**src/design/wws_pkg.sv**
```systemverilog
// Shared constants, types and the window weight function for the 9x9 smoothing block.
// No dependencies; every design file imports this package.
package wws_pkg;
    localparam int MAX_WIDTH  = 1024;
    localparam int MAX_HEIGHT = 1024;
    localparam int RING_ROWS  = 16;
    localparam int COL_W      = $clog2(MAX_WIDTH);
    localparam int DIM_W      = 11;
    localparam int ROW_W      = 11;
    localparam int ERW_W      = 10;
    localparam int RING_W     = $clog2(RING_ROWS);
    localparam int ADDR_W     = RING_W + COL_W;
    localparam int SUM_W      = 17;
    localparam int WSUM_W     = 9;
    localparam int TAP_W      = 4;
    localparam logic [TAP_W-1:0] TAP_LAST = 4'd8;
    localparam logic [TAP_W-1:0] TAP_MID  = 4'd4;

    typedef enum logic [0:0] {
        OP_PIXEL = 1'b0,
        OP_DRAIN = 1'b1
    } t_opcode;

    typedef enum logic [0:0] {
        REG_WIDTH  = 1'b0,
        REG_HEIGHT = 1'b1
    } t_reg_index;

    // Weight of a tap: 9 minus the Manhattan distance to the window center.
    function automatic logic [TAP_W-1:0] tap_weight(input logic [TAP_W-1:0] dy,
                                                    input logic [TAP_W-1:0] dx);
        logic [TAP_W-1:0] ady;
        logic [TAP_W-1:0] adx;
        ady = (dy >= TAP_MID) ? dy - TAP_MID : TAP_MID - dy;
        adx = (dx >= TAP_MID) ? dx - TAP_MID : TAP_MID - dx;
        return 4'd9 - ady - adx;
    endfunction
endpackage

```
**src/design/wws_div.sv**
```systemverilog
// Restoring divider, one quotient bit per cycle, for weighted sum over weight sum.
// Depends on wws_pkg for the operand widths.
module wws_div
    import wws_pkg::*;
(
    input  logic              i_clk,
    input  logic              i_rst_n,
    input  logic              i_start,
    input  logic [SUM_W-1:0]  i_dividend,
    input  logic [WSUM_W-1:0] i_divisor,
    output logic              o_busy,
    output logic [SUM_W-1:0]  o_quotient
);
    localparam int CNT_W = $clog2(SUM_W + 1);

    logic [CNT_W-1:0]  r_cnt;
    logic [WSUM_W:0]   r_rem;
    logic [SUM_W-1:0]  r_quo;
    logic [WSUM_W-1:0] r_dsr;
    logic [WSUM_W:0]   n_shift;

    assign n_shift = {r_rem[WSUM_W-1:0], r_quo[SUM_W-1]};

    always_ff @(posedge i_clk) begin
        if (!i_rst_n) begin
            r_cnt <= '0;
        end else if (i_start) begin
            r_cnt <= CNT_W'(SUM_W);
            r_rem <= '0;
            r_quo <= i_dividend;
            r_dsr <= i_divisor;
        end else if (r_cnt != '0) begin
            r_cnt <= r_cnt - 1'b1;
            if (n_shift >= {1'b0, r_dsr}) begin
                r_rem <= n_shift - {1'b0, r_dsr};
                r_quo <= {r_quo[SUM_W-2:0], 1'b1};
            end else begin
                r_rem <= n_shift;
                r_quo <= {r_quo[SUM_W-2:0], 1'b0};
            end
        end
    end

    assign o_busy     = (r_cnt != '0);
    assign o_quotient = r_quo;
endmodule

```
**config.mk**
```make
export PLATFORM = sky130hd
export DESIGN_NAME = wws_div
export DESIGN_NICKNAME = d
export VERILOG_FILES = /design/src/design/wws_pkg.sv /design/src/design/wws_div.sv
export SDC_FILE = /design/constraint.sdc
export NUM_CORES = 1
export LEC_CHECK = 0
export ABC_AREA = 0
export BUFFER_PORTS_ARGS = -buffer_cell sky130_fd_sc_hd__buf_2
export CAP_MARGIN = 25
export CORE_ASPECT_RATIO = 0.7
export CORE_UTILIZATION = 54
export DETAILED_ROUTE_END_ITERATION = 10
export PLACE_DENSITY = 0.89
export SYNTH_ARGS = -nofsm -noshare
export SYNTH_HDL_FRONTEND = slang
export SYNTH_SLANG_ARGS = --single-unit
```
**constraint.sdc**
```tcl
create_clock -name i_clk -period 2.74 [get_ports i_clk]
set_input_delay 0.411 -clock i_clk [delete_from_list [all_inputs] [get_ports i_clk]]
set_output_delay 0.411 -clock i_clk [all_outputs]
set_load 0.05 [all_outputs]
```
==> results of run 1 <==
[metrics by stage]
stage / setup slack (ps) / std cells / hold slack, ps / area (µm²) / util, %
final: 187 / 265 / 287 / 2530 / 69.3
after global routing: 43.0 / 265 / 281 / 2530 / 69.3
after CTS: 172 / 265 / 286 / 2530 / 69.3
after detailed placement: 182 / 257 / 473 / 2430 / 66.5
after global placement: 301 / 257 / 466 / 2430 / 66.5
after floorplan: 59.2 / 165 / 449 / 2140 / -
[cells by family after synthesis]
family                   after synthesis  synth area share (%)
multiplexers                          21                  11.1
AND/OR/NAND/NOR                       38                  9.26
XOR/XNOR                               6                  2.46
AO/OA/AOI/OAI                         27                  12.3
adder cells (fa/ha/maj)               11                  6.80
buffers and inverters                 22                  4.22
flip-flops                            40                  53.9
[worst max-delay path: cells and delay by family, from the launching register on]
| family | cells | cell delay, ps |
|---|---|---|
| fa+ha+maj | 2 | 560 |
| compound gates | 3 | 880 |
| mux | 1 | 330 |
| flops | 1 | 410 |
| buf+inv | 2 | 130 |
[layout make-up]
class                           count  area [µm²]
Sequential cell                    40        1150
Fill cell                         256        1120
Multi-Input combinational cell    103         896
Timing Repair Buffer               48         258
Clock buffer                        7        97.6
Tap cell                           50        62.6
Inverter                           16        60.1
Clock inverter                      1        5.00
[worst paths after layout]
check	startpoint	end	slack [ps]	depth (start not counted)
max	o_quotient[16]$_DFFE_PP_	o_quotient[0]$_DFFE_PP_	190	8
min	i_divisor[7]	r_dsr[7]$_DFFE_PP_	290	1
max reg2reg	o_quotient[16]$_DFFE_PP_	o_quotient[0]$_DFFE_PP_	190	8
min reg2reg	r_cnt[4]$_SDFFE_PN0N_	r_cnt[4]$_SDFFE_PN0N_	480	2
[synth_stat cells, types with 2 or more instances]
cell       instances
a21oi_1            5
nor2_1            15
clkbuf_1           4
ha_1              10
or3_1              2
dfxtp_1            5
mux2_2            17
inv_1             16
a21o_1             3
o21ai_0            4
xnor2_1            6
nand3_1            3
mux2i_1            3
edfxtp_1          35
or2_0              3
o21a_1             2
nand2_1            4
o2111ai_1          2
[power breakdown]
| group | total (mW) | internal, mW | switching [mW] |
|---|---|---|---|
| combinational | 0.622 | 0.247 | 0.376 |
| clock | 0.442 | 0.234 | 0.208 |
| sequential | 0.794 | 0.755 | 0.0399 |
[state kept, by name, indices dropped and copies added (netlist names)]
| register | cells |
|---|---|
| r_dsr | 9 |
| r_cnt | 5 |
| r_rem | 9 |
| o_quotient | 17 |
[placed cells by master (no fill, tap or decap), drive strengths merged]
cell / synthesis / layout
buf: 2 / 48
edfxtp: 35 / 35
mux2: 18 / 18
inv: 16 / 16
nor2: 15 / 15
ha: 10 / 10
clkbuf: 4 / 7
xnor2: 6 / 6
a21oi: 5 / 5
dfxtp: 5 / 5
or2: 5 / 5
nand2: 4 / 4
o21ai: 4 / 4
a21o: 3 / 3
mux2i: 3 / 3
nand3: 3 / 3
a211oi: 3 / 3
o21a: 2 / 2
o2111ai: 2 / 2
or3: 2 / 2
and3: 2 / 2
a2111oi: 2 / 2
nor3: 2 / 2
nand4: 1 / 1
a221oi: 1 / 1
a31oi: 1 / 1
and2: 1 / 1
nand3b: 1 / 1
o21bai: 1 / 1
nor2b: 1 / 1
o211a: 1 / 1
o31a: 1 / 1
nand2b: 1 / 1
a22oi: 1 / 1
fa: 1 / 1
clkinv: 0 / 1
[per-layer routing]
metal | vias up | track usage, % | wire, µm
met2 | 43 | 34.1 | 1860
met4 | 0 | 9.12 | 71
li1 | 699 | - | -
met1 | 688 | 29.4 | 1920
met5 | - | 0 | 0
met3 | 10 | 4.33 | 212
==> impl_metrics.yaml, run 1 <==
pwr:
  power_mw: 1.86
  power.density_nw_per_um2: 735
  ir_drop_uv: 485
  power_leakage_nw: 1.07
critical_path:
  crit_path_start_kind: "register"
  critPathKind: "register to register"
  slowest_stage: "edfxtp_1"
  max_stage_delay_ps: 410
  required_ps: 2790
  crit_fanout: 14
  cpMostUsedCell: "inv_1"
  crit_chain: "inv_1 -> ha_1 -> inv_1 -> fa_1 -> a21o_1 -> a221oi_4 -> a31oi_4 -> mux2_2"
  endpoint_kind: "register"
  crit_arrival_ps: 2600
drt:
  wl_per_cell_um: 15.4
  drt_iter0_drc: 130
  firstDrtPassIters: 5
  via_per_inst: 5.43
  drt-total-wl_um: 4070
  route.detailed.drc: 0
  ant_nets: 0
  via_count: 1440
sta:
  slew_headroom_pct: 67.2
  final.period_utilization_pct: 93.2
  fmax_ghz: 0.392
  worst_pin_slew_ps: 491
  min_period_ps: 2550
  hold_viol_final: 0
  rsz0062_at_grt: "no"
  slew_viol_final: 0
  setup-tns-final_ps: 0
  setup_viol: 0
  fin_skew_ps: 6.60
clock_tree:
  htreeDepth: 2
  cts_tree: "built"
  clockBufferDepth: 2
  cts_hold_buf: 0
  clk_pin_slew_ps: 80
  numCtsBuffers: 5
  cts_sinks: 40
  clock_latency_ps: 290
  cts_root_buf: "clkbuf_8"
  cts_resized: 0
  postCtsSetupBuffers: 0
logic_synthesis:
  synth.area.top_cells: "edfxtp_1 49%, mux2_2 9.0%, ha_1 5.9%"
  synth_top_flop_cell: "edfxtp_1"
  yosys.area.top_type_share_pct: 49.2
  syn-cell-area_um2: 2130
  async_flop_share_pct: 0
  yosysSeqAreaShare_pct: 53.9
  yosysWarnings: 0
  syn_nets: 205
  synth.distinct_cells: 44
  syn_avg_cell_area_um2: 12.9
  synth_edf_count: 35
  ys_ff_latch: 40
  synth_area_leader_cell: "edfxtp_1"
  postSynthCellCount: 165
place:
  dp_hpwl_um: 2990
  gp_congestion: 0.844
  io_buffer_count: 46
floorplanning:
  ios: 47
  die_x_um: 77.1
  dieArea_um2: 4210
  design.core.area_um2: 3650
  num_rows: 18
  start_util_pct: 58.5
  die_h_um: 54.6
finish:
  finalNetCount: 254
  n_antenna_cell: 0
  area_growth_pct: 18.5
  drive_gt1_share_pct: 39.1
global_route:
  grt_use_total_pct: 21.5
  grt_first_pass_wirelength_um: 6600
  grt_remaining_overflow: 0
  grt_pass1_vias: 1363
  antenna_found_initial: 0
  grt_start_max_net_pins: 27
run_status:
  status: "finished clean"
run:
  max_cap_viol_count: 0
min_path:
  hold_path_class: "input port to register"
No activity file was read; power rests on OpenSTA's default activity.
==> inputs of run 2 (changes only) <==
--- a/config.mk
+++ b/config.mk
@@ -12,6 +12,8 @@
 export CORE_UTILIZATION = 54
 export DETAILED_ROUTE_END_ITERATION = 10
 export PLACE_DENSITY = 0.89
+export RECOVER_POWER = 100
+export REMOVE_ABC_BUFFERS = 1
 export SYNTH_ARGS = -nofsm -noshare
 export SYNTH_HDL_FRONTEND = slang
 export SYNTH_SLANG_ARGS = --single-unit
==> run 2 against run 1 <==
Cell area down 1.4%. Setup slack worse by 11 ps. Register-to-register slack about the same. Highest routed layer unchanged. Die area unchanged. Wire length up 4.1%. Combinational power down 2%. Sequential cell count unchanged. Sequential power about the same.
==> impl_metrics.yaml, run 2 (synthesized netlist as in run 1, its figures left out) <==
clock_tree:
  cts_sinks: 40
  cts_tree: "built"
  cts_hold_buf: 0
  cts_resized: 0
  numCtsBuffers: 5
  clock_latency_ps: 300
  htreeDepth: 2
  clk_pin_slew_ps: 80
  clockBufferDepth: 2
  cts_root_buf: "clkbuf_8"
  postCtsSetupBuffers: 0
drt:
  via_count: 1459
  dr.max_layer_used: "met4"
  firstDrtPassIters: 4
  met2_length_um: 2010
  route.detailed.drc: 0
  wl_met3_um: 250
  drt_iter0_drc: 139
  wl_per_cell_um: 16.0
  drt-total-wl_um: 4240
  ant_nets: 0
  via_per_inst: 5.53
  drt-met1-wl_um: 1950
run:
  max_cap_viol_count: 0
finish:
  nFillCells: 281
  layout.cells.non_filler: 264
  largest_reg_flops: 17
  area_growth_pct: 16.8
  finalNetCount: 253
  n_antenna_cell: 0
  final_area_um2: 2490
  multi_input_area_um2: 896
  seq_area_um2: 1150
  drive_gt1_share_pct: 30.4
  final_common_cell: "edfxtp_1"
  layout_common_cells: "35 x edfxtp_1, 28 x buf_2, 18 x clkbuf_1, 17 x mux2_2, 16 x inv_1"
pwr:
  power.density_nw_per_um2: 760
  power_mw: 1.90
  seq_power_share_pct: 42.0
  clkPwrFrac_pct: 25.7
  power_frac_comb_pct: 32.3
  switchingPower_mw: 0.638
  p_int_mw: 1.26
  swShare_pct: 33.6
  power_leakage_nw: 1.01
  ir_drop_uv: 465
critical_path:
  slowest_stage: "edfxtp_1"
  rr_worst_depth: 8
  endpoint_kind: "register"
  r2r_end: "o_quotient[0]$_DFFE_PP_"
  crit_path_start_kind: "register"
  crit_fanout: 14
  crit_path_start: "o_quotient[16]$_DFFE_PP_"
  cpMostUsedCell: "inv_1"
  reg2reg_setup_slack_ps: 180
  required_ps: 2790
  crit_arrival_ps: 2610
  max_stage_delay_ps: 420
  worstSetupEndpoint: "o_quotient[0]$_DFFE_PP_"
  crit_chain: "inv_1 -> ha_1 -> inv_1 -> fa_1 -> a21o_1 -> a221oi_4 -> a31oi_4 -> mux2_2"
  critPathKind: "register to register"
  timing.rr.start: "o_quotient[16]$_DFFE_PP_"
place:
  post-place-ws_ps: 194
  dp.cells: 256
  io_buffer_count: 46
  dpl_cell_area_um2: 2410
  gp_congestion: 0.802
  dp_hpwl_um: 3010
sta:
  worst_pin_slew_ps: 672
  rsz0062_at_grt: "no"
  hold_viol_final: 0
  final.setup.worst_slack_ps: 176
  min_period_ps: 2560
  fmax_ghz: 0.390
  fin_skew_ps: 5.34
  setup_viol: 0
  final.period_utilization_pct: 93.6
  slew_headroom_pct: 55.2
  slew_viol_final: 0
global_route:
  grt_remaining_overflow: 0
  antenna_found_initial: 0
  grt_first_pass_wirelength_um: 6830
  grt_use_total_pct: 22.6
  grt_start_max_net_pins: 33
  grt_pass1_vias: 1379
floorplanning:
  die_x_um: 77.1
  design.core.area_um2: 3650
  die_h_um: 54.6
  num_rows: 18
  dieArea_um2: 4210
  start_util_pct: 58.5
  ios: 47
min_path:
  holdPathStages: 1
  hold_path_class: "input port to register"
run_status:
  status: "finished clean"
## run 2: layer usage
| layer | global-route usage (%) | vias up |
|---|---|---|
| met5 | 0 | - |
| met4 | 6.92 | 0 |
| met3 | 5.67 | 2 |
| met2 | 39.4 | 55 |
| met1 | 28.6 | 706 |
| li1 | - | 696 |
## run 2: through the flow
step	utilization, %	TNS, ps	hold WS [ps]
6_report	68.3	0	288
5_1_grt	68.3	0	277
4_1_cts	69.0	0	284
3_5_place_dp	66.0	0	489
3_3_place_gp	66.0	0	463
2_1_floorplan	-	-6690	444
## run 2: how the worst min path moves through the flow
stage | slack, ps | to | start
after floorplan | 440 | r_cnt[4]$_SDFFE_PN0N_ | r_cnt[4]$_SDFFE_PN0N_
after global placement | 460 | r_cnt[4]$_SDFFE_PN0N_ | r_cnt[4]$_SDFFE_PN0N_
after detailed placement | 490 | r_cnt[4]$_SDFFE_PN0N_ | r_cnt[4]$_SDFFE_PN0N_
after CTS | 280 | r_dsr[1]$_DFFE_PP_ | i_divisor[1]
after global routing | 280 | r_dsr[6]$_DFFE_PP_ | i_divisor[6]
final | 290 | r_dsr[1]$_DFFE_PP_ | i_divisor[1]
## run 2: layout make-up
type / instances / area share [%]
clock buffer: 5 / 2.76
clock inverter: 3 / 1.71
inverter: 16 / 2.41
multi-input combinational: 103 / 35.9
sequential: 40 / 46.2
tap: 50 / 2.51
timing repair buffer: 47 / 8.53
## run 2: worst max-delay path: cells and delay by family (launching register included)
family | cells | cell delay (ps)
buffers and inverters | 2 | 140
flip-flops | 1 | 420
AO/OA/AOI/OAI | 3 | 870
multiplexers | 1 | 340
adder cells (fa/ha/maj) | 2 | 560
## run 2: power groups by stage
stage	Sequential [mW]	Clock (mW)	Combinational [mW]
4_1_cts	0.795	0.486	0.619
5_1_grt	0.803	0.518	0.661
3_3_place_gp	0.804	0	0.591
2_1_floorplan	0.889	0	0.390
6_report	0.796	0.487	0.612
3_5_place_dp	0.806	0	0.612
==> inputs of run 3 (changes only) <==
--- a/config.mk
+++ b/config.mk
@@ -8,8 +8,10 @@
 export ABC_AREA = 0
 export BUFFER_PORTS_ARGS = -buffer_cell sky130_fd_sc_hd__buf_2
 export CAP_MARGIN = 25
+export CELL_PAD_IN_SITES_DETAIL_PLACEMENT = 0
+export CELL_PAD_IN_SITES_GLOBAL_PLACEMENT = 1
 export CORE_ASPECT_RATIO = 0.7
-export CORE_UTILIZATION = 54
+export CORE_UTILIZATION = 43
 export DETAILED_ROUTE_END_ITERATION = 10
 export PLACE_DENSITY = 0.89
 export RECOVER_POWER = 100
==> run 3 against run 2 <==
Combinational power down 2%. Register-to-register slack better by 60 ps. Power down 5.5%. Die area up 25%. Sequential share of layout area about the same. Core utilization down 16 points. Clock power down 18%. Count of clock-buffer cells in the layout up 2. Highest routed layer unchanged. Fmax up 2.2%. Global-route usage down 6.2 points. First-iteration DRC count down 1.4%. Hold slack worse by 2.8 ps.
==> impl_metrics.yaml, run 3 (synthesized netlist as in run 1, its figures left out) <==
floorplanning:
  die_h_um: 61.0
  start_util_pct: 44.6
  design.core.area_um2: 4780
  ios: 47
  num_rows: 21
  dieArea_um2: 5250
  die_x_um: 86.2
run_status:
  status: "finished clean"
drt:
  drt-met1-wl_um: 2000
  met2_length_um: 1480
  dr.max_layer_used: "met4"
  drt-total-wl_um: 3840
  firstDrtPassIters: 4
  route.detailed.drc: 0
  wl_met3_um: 283
  via_count: 1411
  via_per_inst: 4.99
  drt_iter0_drc: 137
  ant_nets: 0
  wl_per_cell_um: 13.6
place:
  gp_congestion: 0.806
  dp_hpwl_um: 2860
  dpl_cell_area_um2: 2430
  io_buffer_count: 46
  dp.cells: 275
finish:
  largest_reg_flops: 17
  final_util_pct: 52.1
  layout.cells.non_filler: 283
  n_antenna_cell: 0
  finalNetCount: 253
  drive_gt1_share_pct: 29.4
  area_growth_pct: 16.7
  layout_common_cells: "35 x edfxtp_1, 28 x buf_2, 19 x clkbuf_1, 17 x mux2_2, 16 x inv_1"
  final_area_um2: 2490
  final_common_cell: "edfxtp_1"
sta:
  hold_viol_final: 0
  fin_skew_ps: 9.44
  slew_viol_final: 0
  rsz0062_at_grt: "no"
  setup-tns-final_ps: 0
  fmax_ghz: 0.399
  slew_headroom_pct: 56.0
  min_period_ps: 2510
  final.period_utilization_pct: 91.5
  setup_viol: 0
  worst_pin_slew_ps: 660
clock_tree:
  numCtsBuffers: 5
  clk_pin_slew_ps: 80
  cts_tree: "built"
  htreeDepth: 2
  postCtsSetupBuffers: 0
  clockBufferDepth: 2
  cts_root_buf: "clkbuf_8"
  cts_hold_buf: 0
  cts_resized: 0
  cts_sinks: 40
  clock_latency_ps: 290
critical_path:
  crit_path_start_kind: "register"
  r2r_end: "o_quotient[0]$_DFFE_PP_"
  reg2reg_setup_slack_ps: 230
  worstSetupEndpoint: "o_quotient[0]$_DFFE_PP_"
  endpoint_kind: "register"
  rr_worst_depth: 8
  crit_path_start: "o_quotient[16]$_DFFE_PP_"
  crit_fanout: 14
  timing.rr.start: "o_quotient[16]$_DFFE_PP_"
  required_ps: 2790
  crit_arrival_ps: 2560
  critPathKind: "register to register"
min_path:
  hold_path_class: "input port to register"
pwr:
  power_leakage_nw: 1.00
  power.density_nw_per_um2: 719
  ir_drop_uv: 400
global_route:
  grt_remaining_overflow: 0
  grt_pass1_vias: 1298
  grt_first_pass_wirelength_um: 6220
  grt_start_max_net_pins: 33
  grt_use_total_pct: 16.4
  antenna_found_initial: 0
run:
  max_cap_viol_count: 0
[run 3: per-layer routing]
layer	track usage, %	vias up
li1	-	700
met1	24.4	644
met2	21.8	60
met3	4.49	7
met4	7.86	0
met5	0	-
[run 3: worst max-delay path, cell delays in order (launching register included)]
cell	delay [ps]
edfxtp_1	410
inv_1	80
ha_1	160
inv_1	60
fa_1	400
a21o_1	240
a221oi_4	360
a31oi_4	240
mux2_2	320
[run 3: cell type report]
class / instances / area [µm²]
inverters: 16 / 60.1
fillers: 442 / 2290
clock buffers: 7 / 86.3
multi-input cells: 103 / 891
clock inverters: 1 / 3.75
flip-flops and latches: 40 / 1150
repair buffers: 47 / 213
well taps: 69 / 86.3
[run 3: stage by stage]
| step | power (mW) | hold WS (ps) | setup WS (ps) |
|---|---|---|---|
| 3_3_place_gp | 1.41 | 464 | 288 |
| 4_1_cts | 1.81 | 281 | 229 |
| 5_1_grt | 1.89 | 284 | 73.6 |
| 2_1_floorplan | 1.28 | 444 | -257 |
| 6_report | 1.79 | 285 | 232 |
| 3_5_place_dp | 1.42 | 469 | 249 |
[run 3: worst min path at each step]
stage	startpoint	to	slack, ps	depth (start not counted)
4_1_cts	i_divisor[0]	r_dsr[0]$_DFFE_PP_	280	1
5_1_grt	i_divisor[4]	r_dsr[4]$_DFFE_PP_	280	1
6_report	i_divisor[0]	r_dsr[0]$_DFFE_PP_	280	1
3_5_place_dp	r_cnt[4]$_SDFFE_PN0N_	r_cnt[4]$_SDFFE_PN0N_	470	2
2_1_floorplan	r_cnt[4]$_SDFFE_PN0N_	r_cnt[4]$_SDFFE_PN0N_	440	2
3_3_place_gp	r_cnt[4]$_SDFFE_PN0N_	r_cnt[4]$_SDFFE_PN0N_	460	2
[run 3: where the power goes]
| part | leakage, nW | switching, mW | internal (mW) | total [mW] |
|---|---|---|---|---|
| registers | 0.380 | 0.0422 | 0.756 | 0.798 |
| logic | 0.575 | 0.365 | 0.232 | 0.597 |
| clock network | 0.0459 | 0.196 | 0.202 | 0.397 |
| total | 1.00 | 0.603 | 1.19 | 1.79 |
